## src/assert_macros.svh

```systemverilog
// Assertion macros for the deframer RTL.
`ifndef ASSERT_MACROS_SVH
`define ASSERT_MACROS_SVH

// Concurrent assertion on the rising clock edge, quiet during reset.
`define ASSERT_CLK(label, clk, rst, prop, msg) \
   label: assert property (@(posedge clk) disable iff (rst) (prop)) else $error(msg);

// Concurrent assertion that is also checked while reset is high.
`define ASSERT_ALWAYS(label, clk, prop, msg) \
   label: assert property (@(posedge clk) (prop)) else $error(msg);

`endif

```

## src/pdf_pkg.sv

```systemverilog
// Types and constants of the preamble packet deframer.
package pdf_pkg;

   localparam int unsigned BYTE_W = 8;
   localparam int unsigned KIND_W = 3;
   localparam int unsigned MODE_W = 2;
   localparam int unsigned POS_W = 2;
   localparam int unsigned CSR_ADDR_W = 4;
   localparam int unsigned CSR_DATA_W = 32;

   localparam logic [MODE_W-1:0] MODE_PREAMBLE = 2'd0;
   localparam logic [MODE_W-1:0] MODE_LENGTH = 2'd1;
   localparam logic [MODE_W-1:0] MODE_PAYLOAD = 2'd2;
   localparam logic [MODE_W-1:0] MODE_RESYNC = 2'd3;

   localparam logic [KIND_W-1:0] KIND_LENGTH = 3'd0;
   localparam logic [KIND_W-1:0] KIND_DATA = 3'd1;
   localparam logic [KIND_W-1:0] KIND_GOOD_END = 3'd2;
   localparam logic [KIND_W-1:0] KIND_SYNC_ERR = 3'd3;
   localparam logic [KIND_W-1:0] KIND_LEN_ERR = 3'd4;
   localparam logic [KIND_W-1:0] KIND_SUM_ERR = 3'd5;

   localparam logic [1:0] REG_SYNC_FIRST = 2'd0;
   localparam logic [1:0] REG_SYNC_SECOND = 2'd1;
   localparam logic [1:0] REG_SYNC_THIRD = 2'd2;
   localparam logic [1:0] REG_MIN_LENGTH = 2'd3;

   localparam logic [BYTE_W-1:0] SYNC_FIRST_RESET = 8'h03;
   localparam logic [BYTE_W-1:0] SYNC_SECOND_RESET = 8'hEF;
   localparam logic [BYTE_W-1:0] SYNC_THIRD_RESET = 8'hAF;
   localparam logic [BYTE_W-1:0] MIN_LENGTH_RESET = 8'd8;
   localparam logic [BYTE_W-1:0] FRAME_OVERHEAD = 8'd4;

   typedef struct packed {
      logic [BYTE_W-1:0] sync_byte_first;
      logic [BYTE_W-1:0] sync_byte_second;
      logic [BYTE_W-1:0] sync_byte_third;
      logic [BYTE_W-1:0] min_frame_length;
   } cfg_type;

endpackage

```

## src/pdf_csr.sv

```systemverilog
// Configuration register bank with an APB-style access port.
module pdf_csr (
   input  logic                              clock,
   input  logic                              reset,
   input  logic                              csr_psel,
   input  logic                              csr_penable,
   input  logic                              csr_pwrite,
   input  logic [pdf_pkg::CSR_ADDR_W-1:0]    csr_paddr,
   input  logic [pdf_pkg::CSR_DATA_W-1:0]    csr_pwdata,
   output logic [pdf_pkg::CSR_DATA_W-1:0]    csr_prdata,
   output logic                              csr_pready,
   output pdf_pkg::cfg_type                  cfg
);
   import pdf_pkg::*;

   cfg_type cfg_ff, cfg_in;
   logic [1:0] reg_index;
   logic write_en;
   logic [BYTE_W-1:0] read_byte;

   assign reg_index = csr_paddr[3:2];
   assign write_en = csr_psel & csr_penable & csr_pwrite & csr_pready;
   assign csr_pready = 1'b1;

   always_comb begin
      cfg_in = cfg_ff;
      if (write_en) begin
         case (reg_index)
            REG_SYNC_FIRST: cfg_in.sync_byte_first = csr_pwdata[BYTE_W-1:0];
            REG_SYNC_SECOND: cfg_in.sync_byte_second = csr_pwdata[BYTE_W-1:0];
            REG_SYNC_THIRD: cfg_in.sync_byte_third = csr_pwdata[BYTE_W-1:0];
            REG_MIN_LENGTH: cfg_in.min_frame_length = csr_pwdata[BYTE_W-1:0];
            default: cfg_in = cfg_ff;
         endcase
      end
   end

   always_comb begin
      case (reg_index)
         REG_SYNC_FIRST: read_byte = cfg_ff.sync_byte_first;
         REG_SYNC_SECOND: read_byte = cfg_ff.sync_byte_second;
         REG_SYNC_THIRD: read_byte = cfg_ff.sync_byte_third;
         REG_MIN_LENGTH: read_byte = cfg_ff.min_frame_length;
         default: read_byte = '0;
      endcase
   end

   assign csr_prdata = {{(CSR_DATA_W-BYTE_W){1'b0}}, read_byte};
   assign cfg = cfg_ff;

   always_ff @(posedge clock) begin
      if (reset) begin
         cfg_ff.sync_byte_first <= SYNC_FIRST_RESET;
         cfg_ff.sync_byte_second <= SYNC_SECOND_RESET;
         cfg_ff.sync_byte_third <= SYNC_THIRD_RESET;
         cfg_ff.min_frame_length <= MIN_LENGTH_RESET;
      end else begin
         cfg_ff <= cfg_in;
      end
   end

endmodule

```

## src/pdf_parser.sv

```systemverilog
// Input register, frame parse state and result register of the deframer.
`include "assert_macros.svh"

module pdf_parser (
   input  logic                          clock,
   input  logic                          reset,
   input  pdf_pkg::cfg_type              cfg,
   input  logic                          req_tvalid,
   output logic                          req_tready,
   input  logic [pdf_pkg::BYTE_W-1:0]    req_tdata,
   output logic                          rsp_tvalid,
   input  logic                          rsp_tready,
   output logic [pdf_pkg::BYTE_W-1:0]    rsp_tdata,
   output logic [pdf_pkg::KIND_W-1:0]    rsp_tuser
);
   import pdf_pkg::*;

   logic in_valid_ff;
   logic [BYTE_W-1:0] in_byte_ff;
   logic [MODE_W-1:0] mode_ff, mode_in;
   logic [POS_W-1:0] pos_ff, pos_in;
   logic [BYTE_W-1:0] xor_ff, xor_in;
   logic [BYTE_W-1:0] left_ff, left_in;
   logic out_valid_ff, out_valid_in;
   logic [KIND_W-1:0] out_kind_ff, out_kind_in;
   logic [BYTE_W-1:0] out_value_ff, out_value_in;

   logic advance;
   logic process;
   logic [BYTE_W-1:0] sum;
   logic [BYTE_W-1:0] expected;
   logic [BYTE_W-1:0] left_dec;
   logic sync_match;

   assign advance = !out_valid_ff || rsp_tready;
   assign process = advance && in_valid_ff;
   assign req_tready = !in_valid_ff || advance;

   assign sum = xor_ff ^ in_byte_ff;
   assign left_dec = left_ff - 8'd1;
   assign expected = (pos_ff == 2'd0) ? cfg.sync_byte_first :
                     (pos_ff == 2'd1) ? cfg.sync_byte_second : cfg.sync_byte_third;
   assign sync_match = (in_byte_ff == expected);

   always_comb begin
      mode_in = mode_ff;
      pos_in = pos_ff;
      xor_in = sum;
      left_in = left_ff;
      out_valid_in = 1'b0;
      out_kind_in = KIND_DATA;
      out_value_in = '0;
      case (mode_ff)
         MODE_PREAMBLE: begin
            if (!sync_match) begin
               out_valid_in = 1'b1;
               out_kind_in = KIND_SYNC_ERR;
               out_value_in = {{(BYTE_W-POS_W){1'b0}}, pos_ff} + 8'd1;
               xor_in = '0;
               pos_in = '0;
               mode_in = MODE_RESYNC;
            end else if (pos_ff >= 2'd2) begin
               pos_in = '0;
               mode_in = MODE_LENGTH;
            end else begin
               pos_in = pos_ff + 2'd1;
            end
         end
         MODE_LENGTH: begin
            out_valid_in = 1'b1;
            if (in_byte_ff < cfg.min_frame_length) begin
               out_kind_in = KIND_LEN_ERR;
               xor_in = '0;
               pos_in = '0;
               mode_in = MODE_RESYNC;
            end else begin
               out_kind_in = KIND_LENGTH;
               out_value_in = in_byte_ff - FRAME_OVERHEAD;
               left_in = in_byte_ff - FRAME_OVERHEAD;
               mode_in = MODE_PAYLOAD;
            end
         end
         MODE_PAYLOAD: begin
            out_valid_in = 1'b1;
            left_in = left_dec;
            if (left_dec != '0) begin
               out_kind_in = KIND_DATA;
               out_value_in = in_byte_ff;
            end else if (sum != '0) begin
               out_kind_in = KIND_SUM_ERR;
               xor_in = '0;
               pos_in = '0;
               mode_in = MODE_RESYNC;
            end else begin
               out_kind_in = KIND_GOOD_END;
               pos_in = '0;
               mode_in = MODE_PREAMBLE;
            end
         end
         default: begin
            if (sync_match) begin
               if (pos_ff >= 2'd2) begin
                  pos_in = '0;
                  mode_in = MODE_LENGTH;
               end else begin
                  pos_in = pos_ff + 2'd1;
               end
            end else begin
               pos_in = '0;
               xor_in = '0;
            end
         end
      endcase
   end

   always_ff @(posedge clock) begin
      if (reset) begin
         in_valid_ff <= 1'b0;
         out_valid_ff <= 1'b0;
         mode_ff <= MODE_PREAMBLE;
         pos_ff <= '0;
         xor_ff <= '0;
         left_ff <= '0;
      end else begin
         if (req_tready) begin
            in_valid_ff <= req_tvalid;
         end
         if (advance) begin
            out_valid_ff <= process && out_valid_in;
         end
         if (process) begin
            mode_ff <= mode_in;
            pos_ff <= pos_in;
            xor_ff <= xor_in;
            left_ff <= left_in;
         end
      end
   end

   always_ff @(posedge clock) begin
      if (req_tready) begin
         in_byte_ff <= req_tdata;
      end
      if (process) begin
         out_kind_ff <= out_kind_in;
         out_value_ff <= out_value_in;
      end
   end

   assign rsp_tvalid = out_valid_ff;
   assign rsp_tdata = out_value_ff;
   assign rsp_tuser = out_kind_ff;

   `ASSERT_ALWAYS(a_pos_range, clock, reset || (pos_ff != 2'd3), "preamble position out of range")
   `ASSERT_CLK(a_resync_silent, clock, reset, process && (mode_ff == MODE_RESYNC) |=> !rsp_tvalid, "resync produced a result")
   `ASSERT_CLK(a_good_end_clean, clock, reset, process && out_valid_in && (out_kind_in == KIND_GOOD_END) |=> (mode_ff == MODE_PREAMBLE) && (xor_ff == '0), "good end left dirty state")
   `ASSERT_CLK(a_length_emit, clock, reset, process && (mode_ff == MODE_LENGTH) && (in_byte_ff >= cfg.min_frame_length) |=> rsp_tvalid && (rsp_tuser == KIND_LENGTH) && (mode_ff == MODE_PAYLOAD), "length byte not reported")

endmodule

```

## src/preamble_packet_deframer_core.sv

```systemverilog
// Top level of the preamble packet deframer: register bank and byte parser.
// Takes one received byte per transaction and, at a sustained rate of one byte per clock
// while rsp_tready is high, reports the payload length, each data byte, a good end of
// frame or a sync, length or checksum error; bytes that only advance or hunt for the
// preamble give no result. A result lands in the result register once its byte has left
// the input register, where it sits while the parse logic works on it. The input register
// doubles as a skid stage, so one more byte is taken while a result waits on rsp_tready.
module preamble_packet_deframer_core (
   input  logic                               clock,
   input  logic                               reset,
   input  logic                               req_tvalid,
   output logic                               req_tready,
   // [7:0] rx_byte
   input  logic [pdf_pkg::BYTE_W-1:0]         req_tdata,
   output logic                               rsp_tvalid,
   input  logic                               rsp_tready,
   // [7:0] out_value
   output logic [pdf_pkg::BYTE_W-1:0]         rsp_tdata,
   // [2:0] out_kind
   output logic [pdf_pkg::KIND_W-1:0]         rsp_tuser,
   input  logic                               csr_psel,
   input  logic                               csr_penable,
   input  logic                               csr_pwrite,
   input  logic [pdf_pkg::CSR_ADDR_W-1:0]     csr_paddr,
   input  logic [pdf_pkg::CSR_DATA_W-1:0]     csr_pwdata,
   output logic [pdf_pkg::CSR_DATA_W-1:0]     csr_prdata,
   output logic                               csr_pready
);
   import pdf_pkg::*;

   cfg_type cfg;

   pdf_csr u_csr (
      .clock       (clock),
      .reset       (reset),
      .csr_psel    (csr_psel),
      .csr_penable (csr_penable),
      .csr_pwrite  (csr_pwrite),
      .csr_paddr   (csr_paddr),
      .csr_pwdata  (csr_pwdata),
      .csr_prdata  (csr_prdata),
      .csr_pready  (csr_pready),
      .cfg         (cfg)
   );

   pdf_parser u_parser (
      .clock      (clock),
      .reset      (reset),
      .cfg        (cfg),
      .req_tvalid (req_tvalid),
      .req_tready (req_tready),
      .req_tdata  (req_tdata),
      .rsp_tvalid (rsp_tvalid),
      .rsp_tready (rsp_tready),
      .rsp_tdata  (rsp_tdata),
      .rsp_tuser  (rsp_tuser)
   );

endmodule
```

## config.mk

```make
export PLATFORM = sky130hd
export DESIGN_NAME = preamble_packet_deframer_core
export DESIGN_NICKNAME = d
export VERILOG_FILES = /design/src/pdf_pkg.sv /design/src/pdf_csr.sv /design/src/pdf_parser.sv /design/src/preamble_packet_deframer_core.sv
export VERILOG_INCLUDE_DIRS = /design/src /design/src/src
export SDC_FILE = /design/constraint.sdc
export NUM_CORES = 1
export LEC_CHECK = 0
export ABC_CLOCK_PERIOD_IN_PS = 3550
export BUFFER_PORTS_ARGS = -buffer_cell sky130_fd_sc_hd__buf_2
export CAP_MARGIN = 20
export CORE_MARGIN = 2
export CORE_UTILIZATION = 55
export CTS_CLUSTER_DIAMETER = 150
export CTS_CLUSTER_SIZE = 24
export DETAILED_ROUTE_END_ITERATION = 6
export HOLD_SLACK_MARGIN = 0.15
export PLACE_DENSITY = 0.81
export SETUP_SLACK_MARGIN = 0.02
export SLEW_MARGIN = 10
export SYNTH_ARGS = -nofsm -noshare
export SYNTH_HDL_FRONTEND = slang
export SYNTH_SLANG_ARGS = --single-unit
```

## constraint.sdc

```tcl
create_clock -name clock -period 3.55 [get_ports clock]
set_input_delay 0.355 -clock clock [delete_from_list [all_inputs] [get_ports clock]]
set_output_delay 0.355 -clock clock [all_outputs]
set_load 0.1 [all_outputs]
```

; Word-level counts from Yosys, hierarchy flattened
; Cells that the tools add are included.
[totals]
n_memories = 0
mem_bits_rw = 0
wordCells = 86
out_inout_bits = 46
latchBits = 0
register_bits = 73
romBits = 0
[classes]
mux = 33
n_reduce_logical = 21
multipliers = 0
eq_ne = 10
n_addsub = 4
shift = 0
order_cmp = 2
bitwise = 3
div_mod_pow = 0
[op_table]
columns = cell, n
row1 = $mux 8, 10
row2 = $pmux 8 s2, 2
row3 = $pmux 8 s4, 1
row4 = $pmux 8 s3, 1
row5 = $mux 2, 10
row6 = $reduce_bool 8->1, 2
row7 = $mux 3, 3
row8 = $pmux 3 s3, 1
row9 = $reduce_and 3->1, 3
row10 = $eq 8x8->1, 1
row11 = $lt 8x8->1, 1
row12 = $reduce_and 2->1, 4
row13 = $sub 8x1->8 const B, 1
row14 = $sub 8x3->8 const B, 1
row15 = $xor 8x8->8, 1
row16 = $eq 2x1->1 const B, 3
row17 = $eq 2x2->1 const B, 3
row18 = $logic_not 2->1, 3
row19 = $pmux 2 s3, 1
row20 = $ne 2x2->1 const B, 2
row21 = $pmux 2 s2, 1
row22 = $reduce_bool 4->1, 1
row23 = $add 2x1->3 const B, 1
row24 = $add 2x1->2 const B, 1
row25 = 10 further kinds, 15

; Depth between registers and ports, before layout
; Gate-level depths: netlist of the first run.
[depth]
ltp_word = 7
depth_mapped = 11
depth_no_buf = 9

; By module
; Synthesis of the first run repeated with hierarchy kept, for this count alone.
[hier_totals]
cells_unflattened = 496
hier_area_um2 = 4565.6
[modules_own_cells]
columns = mod, seq_area_each_um2, instances, area_each_um2, cells_each
row1 = pdf_parser, 1011.0, 1, 2874.0, 331
row2 = pdf_csr, 640.6, 1, 1691.6, 165

; Worst setup path after synthesis of the first run
; Ideal clock, no wire load.
[synth_path]
path_kind = register to register
start = reg u_parser.out_valid_ff, in the netlist u_parser.rsp_tvalid
end = reg u_parser.left_ff[0]
setup_slack_ps = 866
path_stages_with_launch = 10
period_less_slack_ps = 2684
t_arrival_ps = 2589
t_required_ps = 3455
cell_sequence = dfxtp_1 nor2b_1 inv_1 nand2_1 inv_1 clkbuf_1 o211a_1 clkbuf_1 o21ai_0 a221oi_1
[synth_via]
elab_chain_len = 4
[synth_rtl]
columns = element, line_no
row1 = start: declaration, pdf_parser.sv:24  ; logic out_valid_ff, out_valid_in;
row2 = start signal: assignment, pdf_parser.sv:129  ; out_valid_ff <= process && out_valid_in;
row3 = $logic_not 1->1, pdf_parser.sv:35  ; assign advance = !out_valid_ff || rsp_tready;
row4 = $logic_or 1x1->1, pdf_parser.sv:35
row5 = $logic_and 1x1->1, pdf_parser.sv:36  ; assign process = advance && in_valid_ff;
row6 = via u_parser.process, pdf_parser.sv:29  ; logic process;
row7 = $reduce_and 3->1 (no source line), n/a
row8 = end signal: assignment, pdf_parser.sv:135  ; left_ff <= left_in;
row9 = end: declaration, pdf_parser.sv:23  ; logic [BYTE_W-1:0] left_ff, left_in;
; The timed path passes the listed nets, and every way through them passes these cells.
; A chain may end at the register's enable or synchronous reset.

; Worst setup path in the final report of the first run
[layout_path]
start = reg u_parser.pos_ff[1]
end = reg u_parser.mode_ff[0]
[layout_via]
elab_chain_len = 6
[layout_rtl]
columns = element, line_no
row1 = start: declaration, pdf_parser.sv:21  ; logic [POS_W-1:0] pos_ff, pos_in;
row2 = start signal: assignment, pdf_parser.sv:133  ; pos_ff <= pos_in;
row3 = $eq 2x1->1, pdf_parser.sv:42  ; (pos_ff == 2'd1) ? cfg.sync_byte_second : cfg.sync_byte_third;
row4 = $mux 8, pdf_parser.sv:42
row5 = $mux 8, pdf_parser.sv:41  ; assign expected = (pos_ff == 2'd0) ? cfg.sync_byte_first :
row6 = $eq 8x8->1, pdf_parser.sv:43  ; assign sync_match = (in_byte_ff == expected);
row7 = $mux 2 / $reduce_bool 4->1 (equally long branches), n/a
row8 = $pmux 2 s3 / $reduce_and 3->1 (equally long branches), n/a
row9 = end signal: assignment, pdf_parser.sv:132  ; mode_ff <= mode_in;
row10 = end: declaration, pdf_parser.sv:20  ; logic [MODE_W-1:0] mode_ff, mode_in;
; Parallel ways exist; a longest one is shown, timed or not. The select of a mux whose other input is x is not followed.

==> results of run 1 <==
## sequential cells by signal (all words and copies together), names as in the netlist
register,cells
u_parser.mode_ff,2
u_parser.rsp_tuser,3
u_parser.pos_ff,2
u_parser.xor_ff,8
u_csr.cfg,32
u_parser.in_valid_ff,1
u_parser.left_ff,8
u_parser.rsp_tdata,8
u_parser.in_byte_ff,8
u_parser.rsp_tvalid,1
## synthesized netlist by cell type, drive strengths merged, types with 2 or more instances
cell type	instances	area share
dfxtp	54	0.25
nor2	32	0.027
or4	2	0.0043
nand2b	2	0.0029
nand4b	3	0.0060
o21bai	2	0.0034
conb	2	0.0017
nand3	11	0.013
mux4	8	0.041
a221oi	2	0.0040
xnor2	2	0.0040
o31a	2	0.0040
nor4	6	0.012
o21ai	21	0.024
or4b	2	0.0046
xor2	11	0.022
ha	20	0.057
a31oi	4	0.0057
o211a	5	0.011
clkbuf	20	0.017
buf	32	0.052
a21oi	26	0.030
a22oi	4	0.0069
nand4	6	0.0086
nand2	63	0.054
a211oi	6	0.010
edfxtp	19	0.13
or3	4	0.0057
o41ai	2	0.0040
mux2i	33	0.076
a211o	5	0.010
o211ai	9	0.015
nor3	8	0.0092
inv	31	0.027
and3	2	0.0029
nor2b	14	0.020
and2	4	0.0057
nand3b	4	0.0069
## where the power goes
part           switching, W  total (W)  internal, W
Sequential        0.0000406   0.000937     0.000897
Combinational      0.000450   0.000588     0.000138
Clock              0.000316   0.000708     0.000393
## cell families after synthesis
kind of cell,count (synthesis)
compound gates,93
xor+xnor,13
fa+ha+maj,20
buf+inv,84
flops,73
mux,41
other cells,2
simple gates,164
## through the flow
step / total power (W) / instances / worst slack, ns / util
4_1_cts: 0.00223 / 630 / 0.375 / 0.617
5_1_grt: 0.00232 / 630 / 0.0763 / 0.617
3_5_place_dp: 0.00154 / 614 / 0.420 / 0.589
3_3_place_gp: 0.00153 / 614 / 0.535 / 0.589
6_report: 0.00223 / 630 / 0.326 / 0.617
2_1_floorplan: 0.00146 / 513 / 0.866 / -
## critical path, delay by kind of cell (launching register included)
kind	cells	cell delay, ns
simple gates	2	0.98
compound gates	4	0.70
flops	1	0.45
fa+ha+maj	1	0.46
buf+inv	2	0.49
## routing by layer
layer,track usage,up-vias,wire (um)
li1,-,1741,-
met1,0.296,1716,4120
met2,0.397,165,4840
met3,0.0475,28,727
met4,0.0895,0,241
met5,0,-,0
## layout make-up
type / count / area (um^2)
sequential: 73 / 1650
fill: 668 / 2960
timing repair buffer: 51 / 270
clock buffer: 10 / 128
inverter: 32 / 120
tap: 102 / 128
multi-input combinational: 356 / 2380
clock inverter: 6 / 82.6
## worst paths after layout
path                                          from                               end  slack [ns]  cells after the start
hold reg to reg   u_parser.left_ff[6]$_SDFFE_PP0P_  u_parser.left_ff[6]$_SDFFE_PP0P_        0.49                      2
hold / removal                        req_tdata[5]  u_parser.in_byte_ff[5]$_DFFE_PP_        0.19                      1
setup reg to reg   u_parser.pos_ff[1]$_SDFFE_PP0P_  u_parser.mode_ff[0]$_SDFFE_PP0P_        0.33                      9
setup / recovery   u_parser.pos_ff[1]$_SDFFE_PP0P_  u_parser.mode_ff[0]$_SDFFE_PP0P_        0.33                      9
## cell usage in the layout (no fill, tap or decap), types with 5 or more instances in the layout
master	n
a211o_1	5
a211oi_1	6
a21oi_1	26
buf_2	45
buf_4	6
clkbuf_8	9
conb_1	25
dfxtp_1	54
edfxtp_1	19
ha_1	20
inv_1	31
mux2i_1	33
mux4_2	8
nand2_1	63
nand3_1	11
nand4_1	6
nor2_1	32
nor2b_1	14
nor3_1	8
nor4_1	5
o211a_1	5
o211ai_1	9
o21ai_0	15
o21ai_1	6
xor2_1	11
==> impl_metrics.ini, run 1 <==
[run_status]
status = finished, final reports clean

[clocking]
hold_buffers = 0
clk_pin_slew_ns = 0.08
cts_buffer_depth = 2
numCtsBuffers = 9
htree_levels = 3
cts_resized = 0
clock_sinks = 73
cts_tree = done
cts_root_buffer = clkbuf_8
clock_latency_ns = 0.34
post_cts_buffers = 0

[route]
vias = 3650
vias_per_cell = 5.79
drt_iter0_drc = 231
post_drt_wl_per_cell_um = 15.8
first_pass_iters = 5
wl_um = 9930
drc = 0
ant_nets = 0

[yosys]
synth-edff-count = 19
synthMuxAreaShare = 0.117
synth_compound_area_frac = 0.139
synth_ff_type = dfxtp_1
ys_types = 52
synth-seq-cells = 73
synthAdderAreaFrac = 0.0573
synth_top_family_by_area = simple AND/OR/NAND/NOR gates
synth.avg_cell_area_um2 = 8.92
synth-seq-area-share = 0.378
yosys_warnings = 0
syn_area_mm2 = 0.00437
synthArstFlopShare = 0
synthCells = 490
yosys.area_share.xor_xnor = 0.0261
synth-simple-area-share = 0.185

[global_route]
grt_overflow = 0
grt_first_pass_wirelength_um = 16100
grt_max_degree = 37
antenna_found_initial = 0
grt_use_total = 0.235
first_global_vias = 3375

[timing]
slew_violations = 0
max-slew-margin-rel = 0.501
fmax_ghz = 0.310
fin_skew_ns = 0.0117
tns_ns = 0
period_share = 0.908
setup_violations = 0
max_slew.worst_pin.slew_ns = 0.749
rsz0062_at_grt = false
final-hold-violation-count = 0
fin_crit_ns = 3.22
fin_hold_ws_ns = 0.186

[worst_setup_path]
path_max_fanout = 25
start_kind = flip-flop
slowest_stage = or4_4
path_cells = inv_1 -> ha_1 -> inv_1 -> a211oi_1 -> or4_4 -> nor4_4 -> o41ai_1 -> o31ai_1 -> a221oi_1
crit_path_max_incr_delay_ns = 0.57
cp-end-kind = flip-flop
crit_type = reg -> reg
cp_data_arrival_time_ns = 3.42
cp.required_ns = 3.74
crit_path_frequent_cell = inv_1

[floorplanning]
fp.dieH_um = 93.1
io_pins = 97
die_w_um = 93.1
rows = 32
initial_core_util = 0.566
dieArea_mm2 = 0.00868
core_mm2 = 0.00773

[final_layout]
area_growth_pct = 9.02
drive_gt1_frac = 0.150
num_antenna_cells = 0
final_nets = 594
design_area_mm2 = 0.00476

[place]
place.gp.congestion = 0.852
dp_hpwl_um = 7050
place_area_mm2 = 0.00455
numPortBuffers = 45

[power_and_ir_drop]
p_leak_nw = 1.99
vdd_ir_drop_max_v = 0.000235
power.density_mw_per_mm2 = 469

[run]
drv_cap = 0

[worst_hold_path]
min_path_type = in -> reg
Note: power is estimated with default switching activity, not from simulation.
==> run 2: changes to the inputs <==
--- a/config.mk
+++ b/config.mk
@@ -10,12 +10,13 @@
 export BUFFER_PORTS_ARGS = -buffer_cell sky130_fd_sc_hd__buf_2
 export CAP_MARGIN = 20
 export CORE_MARGIN = 2
-export CORE_UTILIZATION = 55
+export CORE_UTILIZATION = 57
+export CTS_BUF_LIST = sky130_fd_sc_hd__clkbuf_4
 export CTS_CLUSTER_DIAMETER = 150
 export CTS_CLUSTER_SIZE = 24
 export DETAILED_ROUTE_END_ITERATION = 6
 export HOLD_SLACK_MARGIN = 0.15
-export PLACE_DENSITY = 0.81
+export PLACE_DENSITY = 0.83
 export SETUP_SLACK_MARGIN = 0.02
 export SLEW_MARGIN = 10
 export SYNTH_ARGS = -nofsm -noshare
==> run 2 against run 1 <==
Effect of this change:
- final cell count is 0.95% higher
- maximum frequency is 4.6% lower
- clock skew is 0.0068 ns higher
- wire length is 2.4% higher
- combinational power is 3% higher
- global-route usage is 1.0 points higher
- non-clock buffer count is 9 higher
- via count is 1.0% higher
- die area is 3.4% lower
- total power is 0.85% lower
- clock-buffer cell count is 1 lower
==> impl_metrics.ini, run 2 (synthesized netlist as in run 1, its figures left out) <==
[place]
numPortBuffers = 45
place.gp.congestion = 0.908
pre_cts_ws_ns = 0.272
dp_hpwl_um = 6850

[power_and_ir_drop]
power.switching_w = 0.000815
switching_share = 0.368
seqPwrFrac = 0.424
vdd_ir_drop_max_v = 0.000258
pwr-share-comb = 0.272
p_leak_nw = 2.02
p_clk_frac = 0.304
power.density_mw_per_mm2 = 459
p_int_w = 0.00140

[global_route]
grt_first_pass_wirelength_um = 16200
grt_max_degree = 37
antenna_found_initial = 0
grt_overflow = 0
first_global_vias = 3418
grt_use_total = 0.245

[worst_hold_path]
min_path_type = in -> reg

[clocking]
numCtsBuffers = 9
cts_root_buffer = clkbuf_4
cts_tree = done
cts_resized = 0
cts_buffer_depth = 2
clk_pin_slew_ns = 0.13
clock_latency_ns = 0.46
post_cts_buffers = 0
hold_buffers = 9
clock_sinks = 73
htree_levels = 3

[floorplanning]
rows = 31
io_pins = 97
fp.dieH_um = 91.6
core_mm2 = 0.00733
initial_core_util = 0.596
die_w_um = 91.6
dieArea_mm2 = 0.00838

[final_layout]
num_antenna_cells = 0
largest_register_ffs = 32
fill_cells = 599
layout_common_cells = nand2_1, dfxtp_1, buf_2
ff_latch_area_mm2 = 0.00165
drive_gt1_frac = 0.151
mostFrequentLayoutCell = nand2_1
area_growth_pct = 10.4
multi_input_area_mm2 = 0.00238
final_nets = 603
utilization = 0.658

[timing]
final-hold-violation-count = 0
setup_violations = 0
max_slew.worst_pin.slew_ns = 0.787
max-slew-margin-rel = 0.469
fin_skew_ns = 0.0185
period_share = 0.952
rsz0062_at_grt = false
tns_ns = 0
fmax_ghz = 0.296
fin_crit_ns = 3.38
fin_ws_ns = 0.170
slew_violations = 0

[worst_setup_path]
cp_data_arrival_time_ns = 3.73
cp-end-kind = flip-flop
path_max_fanout = 25
crit_type = reg -> reg
start_kind = flip-flop
cp.required_ns = 3.90

[run_status]
status = finished, final reports clean

[route]
vias_per_cell = 5.80
first_pass_iters = 5
post_drt_wl_per_cell_um = 16.0
ant_nets = 0
vias = 3688
drt_iter0_drc = 277
drc = 0
wl_um = 10200

[run]
drv_cap = 0
-- run 2: cell types whose count changed in the layout (fill, tap and decap cells not counted) --
cell,previous run,this run
dlygate4sd3_1,0,9
clkbuf_1,1,0
inv_6,0,1
clkinv_1,2,1
clkbuf_4,0,9
bufinv_16,2,3
clkbuf_8,9,0
-- run 2: final cells by class --
type / instances / share of cell area
inverters: 32 / 0.0249
multi-input cells: 356 / 0.494
flip-flops and latches: 73 / 0.342
clock inverters: 7 / 0.0244
repair buffers: 60 / 0.0747
well taps: 99 / 0.0257
clock buffers: 9 / 0.0140
-- run 2: per-layer routing --
layer | up-vias | global-route usage | wire length (um)
met5 | - | 0 | 0
met2 | 156 | 0.425 | 4980
met4 | 0 | 0.109 | 297
met1 | 1736 | 0.297 | 4200
met3 | 31 | 0.0398 | 694
li1 | 1765 | - | -
-- run 2: path summary, 6_finish.rpt --
check        slack, ns                             start  depth (start not counted)                                to
min               0.16                     csr_pwdata[6]                          3        u_csr.cfg[22]$_SDFFE_PP1P_
max reg2reg       0.17   u_parser.pos_ff[1]$_SDFFE_PP0P_                          9  u_parser.mode_ff[0]$_SDFFE_PP0P_
min reg2reg       0.49  u_parser.left_ff[6]$_SDFFE_PP0P_                          2  u_parser.left_ff[6]$_SDFFE_PP0P_
max               0.17   u_parser.pos_ff[1]$_SDFFE_PP0P_                          9  u_parser.mode_ff[0]$_SDFFE_PP0P_
-- run 2: power groups by stage --
stage | combinational [W] | clock (W) | sequential, W
after floorplan | 0.000442 | 0 | 0.00102
after global placement | 0.000574 | 0 | 0.000953
after detailed placement | 0.000584 | 0 | 0.000956
after CTS | 0.000595 | 0.000677 | 0.000937
after global routing | 0.000639 | 0.000709 | 0.000943
final | 0.000603 | 0.000673 | 0.000939
-- run 2: worst max-delay path, cell delays in order, from the launching register on --
cell and delay (ns):
dfxtp_1 0.39, inv_1 0.14, ha_1 0.67, inv_1 0.33
a211o_1 0.34, nand4_1 0.15, nor4_4 0.09, o41ai_1 0.64
o31ai_1 0.18, a221oi_1 0.33
-- run 2: through the flow --
step                      power, W  cell area, um^2  hold WS [ns]  std cells
after CTS                  0.00221             4830         0.155        636
after global placement     0.00153             4550         0.455        611
after floorplan            0.00146             4460         0.446        513
after detailed placement   0.00154             4550         0.465        611
final                      0.00221             4830         0.159        636
after global routing       0.00229             4830         0.181        636
==> run 3: changes to the inputs <==
--- a/config.mk
+++ b/config.mk
@@ -16,7 +16,7 @@
 export CTS_CLUSTER_SIZE = 24
 export DETAILED_ROUTE_END_ITERATION = 6
 export HOLD_SLACK_MARGIN = 0.15
-export PLACE_DENSITY = 0.83
+export PLACE_DENSITY = 0.81
 export SETUP_SLACK_MARGIN = 0.02
 export SLEW_MARGIN = 10
 export SYNTH_ARGS = -nofsm -noshare
==> run 3 against run 2 <==
Effect of this change:
- final area is 0.39% lower
- first-iteration DRC count is 5.1% higher
- via count fell by 0.81%
- clock-buffer cell count is 1 higher
- clock power down 11%
- core utilization fell by 0.26 points
- sequential share of layout area up 0.13 points
- final cell count did not move
- wire length fell by 3.3%
- sequential cell count is the same
==> impl_metrics.ini, run 3 (synthesized netlist as in run 1, its figures left out) <==
[global_route]
first_global_vias = 3508
antenna_found_initial = 0
grt_use_total = 0.244
grt_overflow = 0
grt_max_degree = 37
grt_first_pass_wirelength_um = 16400

[worst_setup_path]
path_max_fanout = 25
crit_path_max_incr_delay_ns = 0.56
cp_data_arrival_time_ns = 3.34
path_cells = inv_1 -> ha_1 -> inv_1 -> a211oi_1 -> or4_4 -> nor4_4 -> nor2b_1 -> a21oi_1 -> nor2_1
start_kind = flip-flop
cp.required_ns = 3.73
cp-end-kind = flip-flop
crit_type = reg -> reg
slowest_stage = or4_4
crit_path_frequent_cell = inv_1

[power_and_ir_drop]
p_leak_nw = 2.00
power.density_mw_per_mm2 = 444
vdd_ir_drop_max_v = 0.000259

[final_layout]
layout_common_cells = nand2_1, dfxtp_1, buf_2
design_area_mm2 = 0.00481
largest_register_ffs = 32
fill_cells = 610
mostFrequentLayoutCell = nand2_1
ff_latch_area_mm2 = 0.00165
utilization = 0.656
final_nets = 603
drive_gt1_frac = 0.151
multi_input_area_mm2 = 0.00238
area_growth_pct = 9.99
num_antenna_cells = 0

[clocking]
cts_tree = done
cts_resized = 0
post_cts_buffers = 0
numCtsBuffers = 9
htree_levels = 3
cts_buffer_depth = 2
hold_buffers = 9
clock_latency_ns = 0.43
clk_pin_slew_ns = 0.13
cts_root_buffer = clkbuf_4
clock_sinks = 73

[route]
ant_nets = 0
post_drt_wl_per_cell_um = 15.5
wl_um = 9840
vias = 3658
vias_per_cell = 5.75
drt_iter0_drc = 291
first_pass_iters = 5
drc = 0

[timing]
fmax_ghz = 0.316
max-slew-margin-rel = 0.479
fin_crit_ns = 3.16
final-hold-violation-count = 0
tns_ns = 0
max_slew.worst_pin.slew_ns = 0.781
rsz0062_at_grt = false
period_share = 0.890
fin_skew_ns = 0.0161
setup_violations = 0
slew_violations = 0

[run]
drv_cap = 0

[floorplanning]
die_w_um = 91.6
dieArea_mm2 = 0.00838
rows = 31
core_mm2 = 0.00733
fp.dieH_um = 91.6
io_pins = 97
initial_core_util = 0.596

[run_status]
status = finished, final reports clean

[worst_hold_path]
min_path_type = in -> reg

[place]
place.gp.congestion = 0.909
place_area_mm2 = 0.00455
numPortBuffers = 45
dp_hpwl_um = 6930
[run 3: cell count changes in the layout (fill, tap and decap cells not counted), sizes merged]
cell / change
clkinv: -3
clkinvlp: +3
bufinv: -1
clkbuf: +1
[run 3: where the power goes]
| part | switching [W] | internal, W | total [W] |
|---|---|---|---|
| Combinational | 0.000451 | 0.000145 | 0.000596 |
| Clock | 0.000306 | 0.000295 | 0.000601 |
| Sequential | 0.0000411 | 0.000897 | 0.000938 |
[run 3: stage by stage]
stage	total power (W)	cells	setup WS (ns)	hold slack, ns
2_1_floorplan	0.00146	513	0.866	0.446
3_3_place_gp	0.00153	611	0.495	0.457
3_5_place_dp	0.00154	611	0.446	0.479
4_1_cts	0.00214	636	0.412	0.173
5_1_grt	0.00223	636	0.0493	0.188
6_report	0.00214	636	0.389	0.188
[run 3: worst max-delay path: cells and delay by family (launching register included)]
family | cells | cell delay [ns]
simple gates | 4 | 1.20
buf+inv | 2 | 0.47
fa+ha+maj | 1 | 0.47
flops | 1 | 0.45
compound gates | 2 | 0.31
[run 3: worst paths after layout]
| path | from | end | slack [ns] | depth (start not counted) |
|---|---|---|---|---|
| worst max register to register | u_parser.pos_ff[1]$_SDFFE_PP0P_ | u_parser.rsp_tuser[1]$_DFFE_PP_ | 0.39 | 9 |
| worst max-delay path | u_parser.pos_ff[1]$_SDFFE_PP0P_ | u_parser.rsp_tuser[1]$_DFFE_PP_ | 0.39 | 9 |
| worst min-delay path | csr_pwdata[0] | u_csr.cfg[16]$_SDFFE_PP1P_ | 0.19 | 3 |
| worst min register to register | u_csr.cfg[20]$_SDFFE_PP0P_ | u_csr.cfg[20]$_SDFFE_PP0P_ | 0.50 | 2 |
[run 3: metal layers]
metal,GRT usage,routed length [um],up-vias
met4,0.110,235,0
li1,-,-,1766
met5,0,0,-
met2,0.419,4910,143
met1,0.304,4080,1726
met3,0.0340,615,23
[run 3: cell type report]
type | count | area share
clock buffer | 10 | 0.0156
clock inverter | 6 | 0.0190
multi-input combinational | 356 | 0.496
sequential | 73 | 0.344
tap | 99 | 0.0258
inverter | 32 | 0.0250
timing repair buffer | 60 | 0.0750
